File: src/hw/rtl/mbd_pkg.sv
package mbd_pkg;

	// Field widths fixed by the item format
	localparam int ACTION_W = 2;
	localparam int IDX_W    = 3;
	localparam int CNT_W    = 6;
	localparam int MAP_W    = 6;

	// Defaults
	localparam int NUM_BUTTONS_DEF = 6;
	localparam logic [CNT_W-1:0] BOUNCE_RESET = CNT_W'(46);

	// Action codes
	typedef enum logic [ACTION_W-1:0] {
		ACT_EDGE = 2'd0,
		ACT_TICK = 2'd1,
		ACT_READ = 2'd2,
		ACT_PEEK = 2'd3
	} action_t;

	// Per-button control for one accepted item
	typedef struct packed {
		logic load;   // pin edge on this button
		logic tick;   // timer tick, all buttons
		logic clear;  // read clears the change flag
		logic press;  // pin reads pressed (low)
	} btn_ctrl_t;

endpackage

File: src/hw/rtl/mbd_req_if.sv
interface mbd_req_if;
	logic                             valid;
	logic                             ready;
	logic [mbd_pkg::ACTION_W-1:0]     action;
	logic [mbd_pkg::IDX_W-1:0]        button_index;
	logic                             pin_level;

	modport source (output valid, action, button_index, pin_level, input ready);
	modport sink   (input valid, action, button_index, pin_level, output ready);
endinterface

File: src/hw/rtl/mbd_rsp_if.sv
interface mbd_rsp_if;
	logic                         valid;
	logic                         ready;
	logic                         pressed;
	logic                         changed;
	logic [mbd_pkg::MAP_W-1:0]    pressed_map;

	modport source (output valid, pressed, changed, pressed_map, input ready);
	modport sink   (input valid, pressed, changed, pressed_map, output ready);
endinterface

File: src/hw/rtl/mbd_button.sv
module mbd_button (
	input  logic                          clk,
	input  logic                          arst_n,
	input  mbd_pkg::btn_ctrl_t            ctrl,
	input  logic [mbd_pkg::CNT_W-1:0]     bounce_ticks,
	output logic                          press_nxt,
	output logic                          flag_nxt
);

	logic [mbd_pkg::CNT_W-1:0] cnt_q, cnt_dec, cnt_d;
	logic pending_q, committed_q, flag_q;
	logic commit;
	logic flag_d;

	// Decrement a running count and commit when it lands on one
	always_comb begin
		cnt_dec = (cnt_q != '0) ? cnt_q - mbd_pkg::CNT_W'(1) : cnt_q;
		commit  = ctrl.tick && (cnt_dec == mbd_pkg::CNT_W'(1)) && (committed_q != pending_q);
		if (ctrl.load) begin
			cnt_d = bounce_ticks;
		end else if (ctrl.tick) begin
			cnt_d = cnt_dec;
		end else begin
			cnt_d = cnt_q;
		end
		press_nxt = commit ? pending_q : committed_q;
		flag_nxt  = commit | flag_q;
		flag_d    = ctrl.clear ? 1'b0 : flag_nxt;
	end

	// Hold the button state
	always_ff @(posedge clk or negedge arst_n) begin
		if (!arst_n) begin
			cnt_q       <= '0;
			pending_q   <= 1'b0;
			committed_q <= 1'b0;
			flag_q      <= 1'b0;
		end else begin
			cnt_q       <= cnt_d;
			committed_q <= press_nxt;
			flag_q      <= flag_d;
			if (ctrl.load) begin
				pending_q <= ctrl.press;
			end
		end
	end

endmodule

File: src/hw/rtl/multi_button_debouncer.sv
// Debouncer for NUM_BUTTONS active-low buttons. Every item on req (pin edge, timer tick,
// read-and-clear, peek) updates all button state in the cycle it is accepted and its
// result is registered into the output register on rsp, so the block takes one item per
// clock; req.ready drops only while a result sits in the output register and rsp.ready is
// low. The user must write bounce_ticks through cfg_we/cfg_wdata only while the block is
// idle; the block itself does not enforce this. bounce_ticks resets to 46. An out-of-range
// button_index reports pressed and changed as zero; pressed_map shows buttons 0 to 5 only.
module multi_button_debouncer #(
	parameter int NUM_BUTTONS = mbd_pkg::NUM_BUTTONS_DEF
) (
	input  logic                          clk,
	input  logic                          arst_n,
	mbd_req_if.sink                       req,
	mbd_rsp_if.source                     rsp,
	input  logic                          cfg_we,
	input  logic [mbd_pkg::CNT_W-1:0]     cfg_wdata
);

	logic [mbd_pkg::CNT_W-1:0] bounce_ticks_q;
	logic                      accept;
	logic [NUM_BUTTONS-1:0]    sel;
	logic [NUM_BUTTONS-1:0]    press_nxt;
	logic [NUM_BUTTONS-1:0]    flag_nxt;
	logic [mbd_pkg::MAP_W-1:0] map_nxt;

	logic                      rsp_valid_q;
	logic                      pressed_q;
	logic                      changed_q;
	logic [mbd_pkg::MAP_W-1:0] map_q;

	// Accept whenever the output register is free or being drained
	assign req.ready = !rsp_valid_q || rsp.ready;
	assign accept    = req.valid && req.ready;

	// Hold the bounce setting
	always_ff @(posedge clk or negedge arst_n) begin
		if (!arst_n) begin
			bounce_ticks_q <= mbd_pkg::BOUNCE_RESET;
		end else if (cfg_we) begin
			bounce_ticks_q <= cfg_wdata;
		end
	end

	// One cell per button
	for (genvar b = 0; b < NUM_BUTTONS; b++) begin : g_btn
		mbd_pkg::btn_ctrl_t ctrl;

		assign sel[b]     = (6'(req.button_index) == 6'(b));
		assign ctrl.load  = accept && (req.action == mbd_pkg::ACT_EDGE) && sel[b];
		assign ctrl.tick  = accept && (req.action == mbd_pkg::ACT_TICK);
		assign ctrl.clear = accept && (req.action == mbd_pkg::ACT_READ) && sel[b];
		assign ctrl.press = !req.pin_level;

		mbd_button u_button (
			.clk          (clk),
			.arst_n       (arst_n),
			.ctrl         (ctrl),
			.bounce_ticks (bounce_ticks_q),
			.press_nxt    (press_nxt[b]),
			.flag_nxt     (flag_nxt[b])
		);
	end

	// Map the first buttons into the pressed bitmap
	for (genvar m = 0; m < mbd_pkg::MAP_W; m++) begin : g_map
		if (m < NUM_BUTTONS) begin : g_used
			assign map_nxt[m] = press_nxt[m];
		end else begin : g_zero
			assign map_nxt[m] = 1'b0;
		end
	end

	// Load the result register on accept, drop it when taken
	always_ff @(posedge clk or negedge arst_n) begin
		if (!arst_n) begin
			rsp_valid_q <= 1'b0;
		end else if (accept) begin
			rsp_valid_q <= 1'b1;
		end else if (rsp.ready) begin
			rsp_valid_q <= 1'b0;
		end
	end

	always_ff @(posedge clk) begin
		if (accept) begin
			pressed_q <= |(press_nxt & sel);
			changed_q <= |(flag_nxt & sel);
			map_q     <= map_nxt;
		end
	end

	assign rsp.valid       = rsp_valid_q;
	assign rsp.pressed     = pressed_q;
	assign rsp.changed     = changed_q;
	assign rsp.pressed_map = map_q;

endmodule

File: src/flat_wrapper.sv
// flat-port wrapper written by rule: the top's interface ports become plain ports
module multi_button_debouncer_flat 
#(
	parameter int NUM_BUTTONS = mbd_pkg::NUM_BUTTONS_DEF
)
  (clk, arst_n, cfg_we, cfg_wdata, req_valid, req_action, req_button_index, req_pin_level, req_ready, rsp_valid, rsp_pressed, rsp_changed, rsp_pressed_map, rsp_ready);
  mbd_req_if req_i ();
  mbd_rsp_if rsp_i ();
  input  logic clk;
  input  logic arst_n;
  input  logic cfg_we;
  input  logic [mbd_pkg::CNT_W-1:0] cfg_wdata;
  input wire logic [$bits(req_i.valid)-1:0] req_valid;
  input wire logic [$bits(req_i.action)-1:0] req_action;
  input wire logic [$bits(req_i.button_index)-1:0] req_button_index;
  input wire logic [$bits(req_i.pin_level)-1:0] req_pin_level;
  output wire logic [$bits(req_i.ready)-1:0] req_ready;
  output wire logic [$bits(rsp_i.valid)-1:0] rsp_valid;
  output wire logic [$bits(rsp_i.pressed)-1:0] rsp_pressed;
  output wire logic [$bits(rsp_i.changed)-1:0] rsp_changed;
  output wire logic [$bits(rsp_i.pressed_map)-1:0] rsp_pressed_map;
  input wire logic [$bits(rsp_i.ready)-1:0] rsp_ready;
  assign req_i.valid = req_valid;
  assign req_i.action = req_action;
  assign req_i.button_index = req_button_index;
  assign req_i.pin_level = req_pin_level;
  assign req_ready = req_i.ready;
  assign rsp_valid = rsp_i.valid;
  assign rsp_pressed = rsp_i.pressed;
  assign rsp_changed = rsp_i.changed;
  assign rsp_pressed_map = rsp_i.pressed_map;
  assign rsp_i.ready = rsp_ready;
  multi_button_debouncer #(.NUM_BUTTONS(NUM_BUTTONS)) u_core (.clk(clk), .arst_n(arst_n), .req(req_i), .rsp(rsp_i), .cfg_we(cfg_we), .cfg_wdata(cfg_wdata));
endmodule
File: config.mk
export PLATFORM = sky130hd
export DESIGN_NAME = multi_button_debouncer_flat
export DESIGN_NICKNAME = d
export VERILOG_FILES = /design/src/hw/rtl/mbd_pkg.sv /design/src/hw/rtl/mbd_req_if.sv /design/src/hw/rtl/mbd_rsp_if.sv /design/src/hw/rtl/mbd_button.sv /design/src/hw/rtl/multi_button_debouncer.sv /design/src/flat_wrapper.sv
export SDC_FILE = /design/constraint.sdc
export NUM_CORES = 1
export LEC_CHECK = 0
export BUFFER_PORTS_ARGS = -buffer_cell sky130_fd_sc_hd__buf_4
export CAP_MARGIN = 15
export CORE_MARGIN = 1
export CORE_UTILIZATION = 43
export DETAILED_ROUTE_END_ITERATION = 10
export PLACE_DENSITY_LB_ADDON = 0.3
export SETUP_SLACK_MARGIN = 0.4
export SYNTH_ARGS = -nofsm -noshare
export SYNTH_HDL_FRONTEND = slang
export SYNTH_HIERARCHICAL = 1
export SYNTH_SLANG_ARGS = --single-unit
File: constraint.sdc
create_clock -name clk -period 4.5 [get_ports clk]
set_input_delay 1.125 -clock clk [delete_from_list [all_inputs] [get_ports clk]]
set_output_delay 1.125 -clock clk [all_outputs]
set_load 0.01 [all_outputs]
==> out/metrics.cfg, run 1 <==
[run_status]
status=completed

[worst_hold_path]
holdCritStartpoint=u_core/g_btn[0].u_button/committed_q
min_path_cells=1
hp-class=register to register
hold_end=u_core/g_btn[0].u_button/committed_q

[synth]
synth_cells=477
synth.distinct_cells=43
synth_edf_count=8
synth_nets=506
yosysSeqAreaShare_pct=39.2
synthTopCellsByArea=dfrtp_1, edfxtp_1, nand2_1, o21ai_0, mux2_2
synth-seq-cells=69
synthArstFlopShare_pct=88.4
synth.cell_area_um2=4520
ys_warn_count=6
yosys_most_used_dff=dfrtp_1
synth_top_area_share_pct=31.5
syn_avg_cell_area_um2=9.48
yosysTopAreaCell=dfrtp_1

[clocking]
cts_resized=0
cts_tree=yes
hold_buffers=0
clock_path_buffers=2
clockRootBuffer=clkbuf_8
htree_levels=3
numCtsBuffers=9
clock_sinks=69
cts_setup_buffers=0
clk_pin_slew_ns=0.07
clk_latency_ns=0.34

[worst_setup_path]
required_ns=4.60
cp.arrival_ns=3.61
startpoint=rsp_ready
crit_fanout=15
critPathLaunchType=input port
r2r_start=u_core/g_btn[1].u_button/cnt_q[0]
endpoint_kind=register
worst-setup-path-type=input port to register
timing.rr.end=u_core/rsp.pressed
r2r_cells=10
rrSetupSlack_ns=1.47

[global_route]
grt.total_usage_pct=19.2
grt_pass1_wl_um=16800
grt_max_degree=62
antenna_found_initial=0
overflow=0
grt_pass1_vias=3445

[finish]
drive_gt1_share_pct=22.0
area_growth_pct=10.1
final_util_pct=48.5
antenna_cells=0
nNetsFinal=528

[sta]
tightest_slew_ns=0.805
rsz0062_at_grt=false
hold_viol_final=0
slew_viol_final=0
fin_setup_tns_ns=0
period_needed_ns=3.51
clock.fmax_ghz=0.285
min_period_over_period_pct=78.1
finalSetupViolCount=0
slew_headroom_pct=46.3
finalClockSkew_ns=0.00856
hold_slack_ns=0.553

[floorplanning]
dieArea_um2=10900
core_um2=10300
die_w_um=105
start_util_pct=44.0
io_pins=27
die_h_um=105
std_cell_rows=37

[power_and_ir_drop]
swShare_pct=40.5
seq_power_share_pct=43.7
power_frac_comb_pct=38.8
p_leak_nw=2.00
power.density_nw_per_um2=550
internal_power_mw=1.63
clkPwrFrac_pct=17.5
switching_power_mw=1.11
vdd_drop_max_uv=365

[placed_design]
globalplace.congestion=0.885
hpwl_um=6900
portBuffers=26

[drt]
drt-initial-drc-count=236
drc_errors=0
viasPerCell=5.58
drtPass1Iterations=4
num_vias=3572
wl_per_cell_um=15.7
ant_nets=0
drt-total-wl_um=10100

[run]
maxCapViolations=0

cell families (layout without fill, tap and decap cells):
logic type               after synthesis  count (layout)  share of synthesized area [%]
multiplexers                          39              39                           10.1
AO/OA/AOI/OAI                        100             100                           14.4
flip-flops                            69              69                           39.2
adder cells (fa/ha/maj)               12              12                           3.32
XOR/XNOR                              12              12                           2.32
buffers and inverters                 43              70                           4.84
AND/OR/NAND/NOR                      202             202                           25.9
worst max-delay path, cell delays in order:
cell and delay, ns:
buf_4 0.08, nand2b_1 0.17, and2_1 0.17, and3b_1 0.57
inv_1 0.11, a211oi_1 0.34, nand2_1 0.12, mux2_4 0.33
mux4_2 0.46, nand2_1 0.08, o31ai_1 0.06
registers in the layout (all words and copies together), names as in the netlist:
register and count:
u_core/rsp.changed 1, u_core/g_btn.u_button/committed_q 6, u_core/rsp.valid 1, u_core/g_btn.u_button/pending_q 6, u_core/g_btn.u_button/cnt_q 36, u_core/g_btn.u_button/flag_q 6
u_core/rsp.pressed_map 6, u_core/bounce_ticks_q 6, u_core/rsp.pressed 1
stage by stage:
| step | power (mW) | std cells | setup slack, ns | area [um^2] |
|---|---|---|---|---|
| after CTS | 2.75 | 640 | 0.980 | 4980 |
| after detailed placement | 2.25 | 624 | 0.619 | 4800 |
| after global routing | 2.95 | 640 | 0.793 | 4980 |
| final | 2.74 | 640 | 0.988 | 4980 |
| after global placement | 2.20 | 624 | 0.685 | 4800 |
| after floorplan | 2.02 | 477 | 0.626 | 4520 |
per-layer routing:
layer  up-vias  GRT usage, %  part of all wire, %
met1      1728          25.2                   48
met2        50          31.9                   48
met5         -             0                    0
met3        16          3.87                  2.5
met4         0          6.24                  1.4
li1       1778             -                    -
synth_stat cells, types with 13 or more instances:
cell type / count
nand2_1: 62
dfrtp_1: 57
o21ai_0: 44
nor2_1: 37
nor3_1: 22
inv_1: 21
a21oi_1: 18
mux2_2: 18
mux2i_1: 14
clkbuf_1: 13
worst max-delay path by stage:
stage                                    end  cells after the start  slack, ns
final                     u_core/rsp.pressed                     11       0.99
after global routing      u_core/rsp.pressed                     11       0.79
after CTS                 u_core/rsp.pressed                     11       0.98
after detailed placement  u_core/rsp.pressed                     11       0.62
after global placement    u_core/rsp.pressed                     11       0.68
after floorplan           u_core/rsp.pressed                     10       0.63
final cells by class:
cell class / instances / area [um^2]
fill: 984 / 5290
multi-input combinational: 365 / 2530
sequential: 69 / 1770
timing repair buffer: 33 / 248
tap: 136 / 170
clock buffer: 10 / 128
inverter: 21 / 78.8
clock inverter: 6 / 53.8
layout by cell type (no fill, tap or decap), types with 9 or more instances in the layout:
cell and n:
nand2_1 62, clkbuf_8 9, buf_4 33, nor4b_1 12, inv_1 21, dfrtp_1 57, mux2_2 18, nor2b_1 12
nor2_1 37, o21ai_0 44, a21oi_1 18, and4bb_2 12, ha_1 12, nor3_1 22, mux2i_1 14
power groups by stage:
stage | Sequential, mW | Clock, mW | Combinational, mW
after global placement | 1.18 | 0 | 1.02
after global routing | 1.25 | 0.526 | 1.18
after floorplan | 1.02 | 0 | 1.01
final | 1.20 | 0.481 | 1.06
after detailed placement | 1.20 | 0 | 1.06
after CTS | 1.19 | 0.499 | 1.06
No activity file was read; power rests on OpenSTA's default activity.
==> inputs of run 2 (changes only) <==
Clock period 4.5 ns to 3.6 ns, I/O delays scaled along.
==> out/metrics.cfg, run 2 (same netlist as run 1, synthesis figures left out) <==
[run_status]
status=completed  ; unchanged

[finish]
nNetsFinal=529  ; was 528
antenna_cells=0  ; unchanged
largest-register=u_core/g_btn.u_button/cnt_q  ; unchanged
largest_reg_flops=36  ; unchanged
fillers=975  ; was 984
mostFrequentLayoutCells=nand2_1, dfrtp_1, o21ai_0  ; unchanged
final_common_cell=nand2_1  ; unchanged
area_growth_pct=12.9  ; was 10.1%
drive_gt1_share_pct=24.2  ; was 22.0%
fin_cells=641  ; was 640

[clocking]
numCtsBuffers=9  ; unchanged
clk_pin_slew_ns=0.08  ; was 0.07 ns
clock_sinks=69  ; unchanged
hold_buffers=0  ; unchanged
cts_tree=yes  ; unchanged
htree_levels=3  ; unchanged
clk_latency_ns=0.35  ; was 0.34 ns
cts_setup_buffers=0  ; unchanged
cts_resized=0  ; unchanged
clock_path_buffers=2  ; unchanged
clockRootBuffer=clkbuf_8  ; unchanged

[drt]
viasPerCell=5.64  ; was 5.58
drt-initial-drc-count=246  ; was 236
num_vias=3615  ; was 3572
drtPass1Iterations=5  ; was 4
ant_nets=0  ; unchanged
drt-total-wl_um=10400  ; was 10100 um
drc_errors=0  ; unchanged
wl_per_cell_um=16.2  ; was 15.7 um

[sta]
fin_setup_tns_ns=0  ; unchanged
tightest_slew_ns=0.778  ; was 0.805 ns
finalClockSkew_ns=0.00735  ; was 0.00856 ns
rsz0062_at_grt=false  ; unchanged
slew_viol_final=0  ; unchanged
min_period_over_period_pct=85.4
finalWorstSetupSlack_ns=0.527  ; was 0.988 ns
slew_headroom_pct=48.1  ; was 46.3%
hold_slack_ns=0.569  ; was 0.553 ns
clock.fmax_ghz=0.325
period_needed_ns=3.07
finalSetupViolCount=0  ; unchanged
hold_viol_final=0  ; unchanged

[placed_design]
portBuffers=26  ; unchanged
globalplace.congestion=0.880  ; was 0.885
dp_cells=625  ; was 624
hpwl_um=7250  ; was 6900 um
dp_slack_ns=0.252  ; was 0.619 ns

[worst_setup_path]
crit_slowest_cell=or4b_4  ; was and3b_1
cp.arrival_ns=3.18  ; was 3.61 ns
endpoint_kind=register  ; unchanged
worst-setup-path-type=register to register  ; was input port to register
r2r_cells=10  ; unchanged
crit_fanout=6  ; was 15
critPathLaunchType=register  ; was input port
cp_common_cell=nand2_1  ; unchanged
worst_path_largest_cell_delay_ns=0.52  ; was 0.57 ns
required_ns=3.71  ; was 4.60 ns
cp_cell_sequence=inv_1 -> ha_1 -> or4b_4 -> o22a_1 -> a22oi_2 -> nand2_1 -> mux2_4 -> mux4_2 -> nand2_1 -> o31ai_1  ; was buf_4 -> nand2b_1 -> and2_1 -> and3b_1 -> inv_1 -> a211oi_1 -> nand2_1 -> mux2_4 -> mux4_2 -> nand2_1 -> o31ai_1

[floorplanning]
die_w_um=105  ; unchanged
std_cell_rows=37  ; unchanged
core_um2=10300  ; unchanged
start_util_pct=44.0  ; unchanged
die_h_um=105  ; unchanged
dieArea_um2=10900  ; unchanged
io_pins=27  ; unchanged

[global_route]
grt_pass1_wl_um=17500  ; was 16800 um
grtUsageMet3_pct=2.62  ; was 3.87%
grt_pass1_vias=3619  ; was 3445
use_met1_pct=28.0  ; was 25.2%
grt.busiest_layer=met2  ; unchanged
overflow=0  ; unchanged
grt_max_degree=62  ; unchanged
grt.total_usage_pct=20.1  ; was 19.2%
grtUsageMet2_pct=30.7  ; was 31.9%
antenna_found_initial=0  ; unchanged

[power_and_ir_drop]
finalPower_mw=3.70  ; was 2.74 mW
vdd_drop_max_uv=392  ; was 365 uV
p_leak_nw=2.06  ; was 2.00 nW
power.density_nw_per_um2=724  ; was 550 nW/um^2

[run]
maxCapViolations=0  ; unchanged

[worst_hold_path]
min_path_cells=1  ; unchanged
hp-class=register to register  ; unchanged

## run 2: changes by cell type in the layout (fill, tap and decap cells not counted), sizes merged
cell      change
bufinv        +3
clkinvlp      -1
inv           +1
clkbuf        -1
clkinv        -2
buf           +1
## run 2: path summary, 6_finish.rpt
| path | start | end | slack (ns) |
|---|---|---|---|
| worst min-delay path | u_core/g_btn[4].u_button/committed_q | u_core/g_btn[4].u_button/committed_q | 0.57 |
| min in group asynchronous | arst_n | u_core/g_btn[2].u_button/cnt_q[3] | 0.61 |
| worst min register to register | u_core/g_btn[4].u_button/committed_q | u_core/g_btn[4].u_button/committed_q | 0.57 |
| worst max-delay path | u_core/g_btn[5].u_button/cnt_q[0] | u_core/rsp.pressed | 0.53 |
| worst max register to register | u_core/g_btn[5].u_button/cnt_q[0] | u_core/rsp.pressed | 0.53 |
| max in group asynchronous | arst_n | u_core/g_btn[4].u_button/cnt_q[0] | 2.46 |
## run 2: per-stage QoR
stage | instance area, um^2 | util, %
3_5_place_dp | 4840 | 47.1
5_1_grt | 5110 | 49.7
3_3_place_gp | 4840 | 47.1
2_1_floorplan | 4550 | -
4_1_cts | 5110 | 49.7
6_report | 5110 | 49.7
## run 2: area by class of cell
cell class	instances	area [um^2]	share of cell area, %
clock buffers	9	124	2.43
clock inverters	7	146	2.87
inverters	21	78.8	1.54
multi-input cells	365	2560	50.1
flip-flops and latches	69	1770	34.7
well taps	136	170	3.33
repair buffers	34	255	5.00
## run 2: per-layer routing
layer	up-vias	share of wire (%)
met2	77	46
met3	18	3.4
li1	1786	-
met1	1734	49
met5	-	0
met4	0	2.2
## run 2: critical path: cells and delay by family (launching register included)
kind                     cells  cell delay [ns]
AO/OA/AOI/OAI                3             0.48
adder cells (fa/ha/maj)      1             0.24
buffers and inverters        1             0.16
flip-flops                   1             0.44
multiplexers                 2             0.80
AND/OR/NAND/NOR              3             0.71
## run 2: power by group
group / internal (mW) / switching (mW)
sequential: 1.04 / 0.469
clock: 0.535 / 0.312
combinational: 0.695 / 0.651
==> inputs of run 3 (changes only) <==
Clock period 3.6 ns to 2.47 ns, I/O delays scaled along.
==> out/metrics.cfg, run 3 (same netlist as run 1, synthesis figures left out) <==
[sta]
finalSetupViolCount=3  ; was 0
finalWorstSetupSlack_ns=-0.329  ; was 0.527 ns
min_period_over_period_pct=113  ; was 85.4%
rsz0062_at_grt=true  ; was false
finalClockSkew_ns=0.00832  ; was 0.00735 ns
tightest_slew_ns=0.784  ; was 0.778 ns
slew_viol_final=0  ; unchanged
hold_viol_final=0  ; unchanged
slew_headroom_pct=47.7  ; was 48.1%
clock.fmax_ghz=0.357  ; was 0.325 GHz
period_needed_ns=2.80  ; was 3.07 ns

[floorplanning]
die_w_um=105  ; unchanged
start_util_pct=44.0  ; unchanged
dieArea_um2=10900  ; unchanged
die_h_um=105  ; unchanged
core_um2=10300  ; unchanged
io_pins=27  ; unchanged
std_cell_rows=37  ; unchanged

[worst_setup_path]
cp_common_cell=nand2_1  ; unchanged
crit_slowest_cell=or4b_4  ; unchanged
critPathLaunchType=register  ; unchanged
required_ns=2.56  ; was 3.71 ns
cp.arrival_ns=2.89  ; was 3.18 ns
critical-path-top-delay-family=multiplexers  ; unchanged
worst-setup-path-type=register to register  ; unchanged
worst_path_largest_cell_delay_ns=0.47  ; was 0.52 ns
crit_fanout=4  ; was 6
cp_cell_sequence=inv_2 -> ha_4 -> or4b_4 -> o22a_1 -> a22oi_2 -> nand2_1 -> mux2_4 -> mux4_2 -> nand2_1 -> o31ai_1  ; was inv_1 -> ha_1 -> or4b_4 -> o22a_1 -> a22oi_2 -> nand2_1 -> mux2_4 -> mux4_2 -> nand2_1 -> o31ai_1
critPathBufInv=1  ; unchanged
endpoint_kind=register  ; unchanged

[finish]
final_common_cell=buf_4  ; was nand2_1
nNetsFinal=646  ; was 529
drive_gt1_share_pct=45.3  ; was 24.2%
antenna_cells=0  ; unchanged
mostFrequentLayoutCells=buf_4, nand2_1, dfrtp_1  ; was nand2_1, dfrtp_1, o21ai_0
fin_area_um2=6180  ; was 5110 um^2
largest-register=u_core/g_btn.u_button/cnt_q  ; unchanged
largest_reg_flops=36  ; unchanged
area_growth_pct=36.6  ; was 12.9%

[run_status]
violations=negative setup slack
status=finished, violations left  ; was completed

[placed_design]
hpwl_um=8200  ; was 7250 um
place_area_um2=5610  ; was 4840 um^2
dp_slack_ns=-0.320  ; was 0.252 ns
portBuffers=26  ; unchanged
globalplace.congestion=0.920  ; was 0.880

[power_and_ir_drop]
power.density_nw_per_um2=1070  ; was 724 nW/um^2
vdd_drop_max_uv=496  ; was 392 uV
p_leak_nw=2.63  ; was 2.06 nW
finalPower_mw=6.61  ; was 3.70 mW

[drt]
drtPass1Iterations=5  ; unchanged
ant_nets=0  ; unchanged
drt-initial-drc-count=213  ; was 246
wl_per_cell_um=15.7  ; was 16.2 um
num_vias=4145  ; was 3615
drc_errors=0  ; unchanged
drt-total-wl_um=11900  ; was 10400 um
viasPerCell=5.47  ; was 5.64

[clocking]
clock_sinks=69  ; unchanged
clockRootBuffer=clkbuf_8  ; unchanged
clock_path_buffers=2  ; unchanged
numCtsBuffers=9  ; unchanged
clk_latency_ns=0.34  ; was 0.35 ns
htree_levels=3  ; unchanged
clk_pin_slew_ns=0.08  ; about the same
cts_tree=yes  ; unchanged
hold_buffers=0  ; unchanged

[global_route]
antenna_found_initial=0  ; unchanged
grt_pass1_wl_um=19200  ; was 17500 um
grt_pass1_vias=4085  ; was 3619
grt.total_usage_pct=21.9  ; was 20.1%
grt_max_degree=62  ; unchanged
overflow=0  ; unchanged

[worst_hold_path]
hp-class=input port to asynchronous set/reset pin  ; was register to register

[run]
maxCapViolations=0  ; unchanged

-- run 3: final timing paths --
kind	startpoint	to	slack, ns	cells past startpoint
setup / recovery	u_core/g_btn[5].u_button/cnt_q[0]	u_core/rsp.pressed	-0.33	10
hold / removal	arst_n	u_core/g_btn[2].u_button/cnt_q[2]	0.35	1
setup reg to reg	u_core/g_btn[5].u_button/cnt_q[0]	u_core/rsp.pressed	-0.33	10
hold reg to reg	u_core/g_btn[3].u_button/pending_q	u_core/g_btn[3].u_button/pending_q	0.56	1
max in group asynchronous	arst_n	u_core/g_btn[0].u_button/flag_q	1.60	1
min in group clk	cfg_wdata[0]	u_core/bounce_ticks_q[0]	0.50	2
-- run 3: layer usage --
metal  track usage, %  part of all wire [%]  up-vias
met5                0                     0        -
met4             8.35                   1.9        0
met3             3.81                   4.0       25
met2             36.3                    48       97
met1             28.5                    46     2013
li1                 -                     -     2010
-- run 3: metrics by stage --
step           util, %  TNS, ns  hold slack, ns  cells
3_5_place_dp      54.6   -0.658           0.547    722
2_1_floorplan        -   -0.340           0.322    477
3_3_place_gp      54.6   -0.552           0.540    722
6_report          60.2   -0.606           0.350    758
5_1_grt           60.2   -0.768           0.421    758
4_1_cts           59.0   -0.493           0.378    753
-- run 3: timing repair --
action,CTS,global route
setup endpoints to repair,16,28
pin swaps,25,3
resized for setup,42,20
setup buffers,15,5
-- run 3: power by group --
part | total, mW | internal, mW | switching (mW) | leakage, nW
combinational | 3.94 | 2.15 | 1.79 | 1.70
sequential | 1.84 | 1.51 | 0.323 | 0.837
clock | 0.827 | 0.388 | 0.439 | 0.0880
-- run 3: layout make-up --
| cell class | count | area (um^2) |
|---|---|---|
| Clock buffer | 10 | 138 |
| Sequential cell | 69 | 1770 |
| Timing Repair Buffer | 151 | 1170 |
| Tap cell | 136 | 170 |
| Inverter | 21 | 78.8 |
| Multi-Input combinational cell | 365 | 2810 |
| Clock inverter | 6 | 38.8 |
| Fill cell | 874 | 4100 |
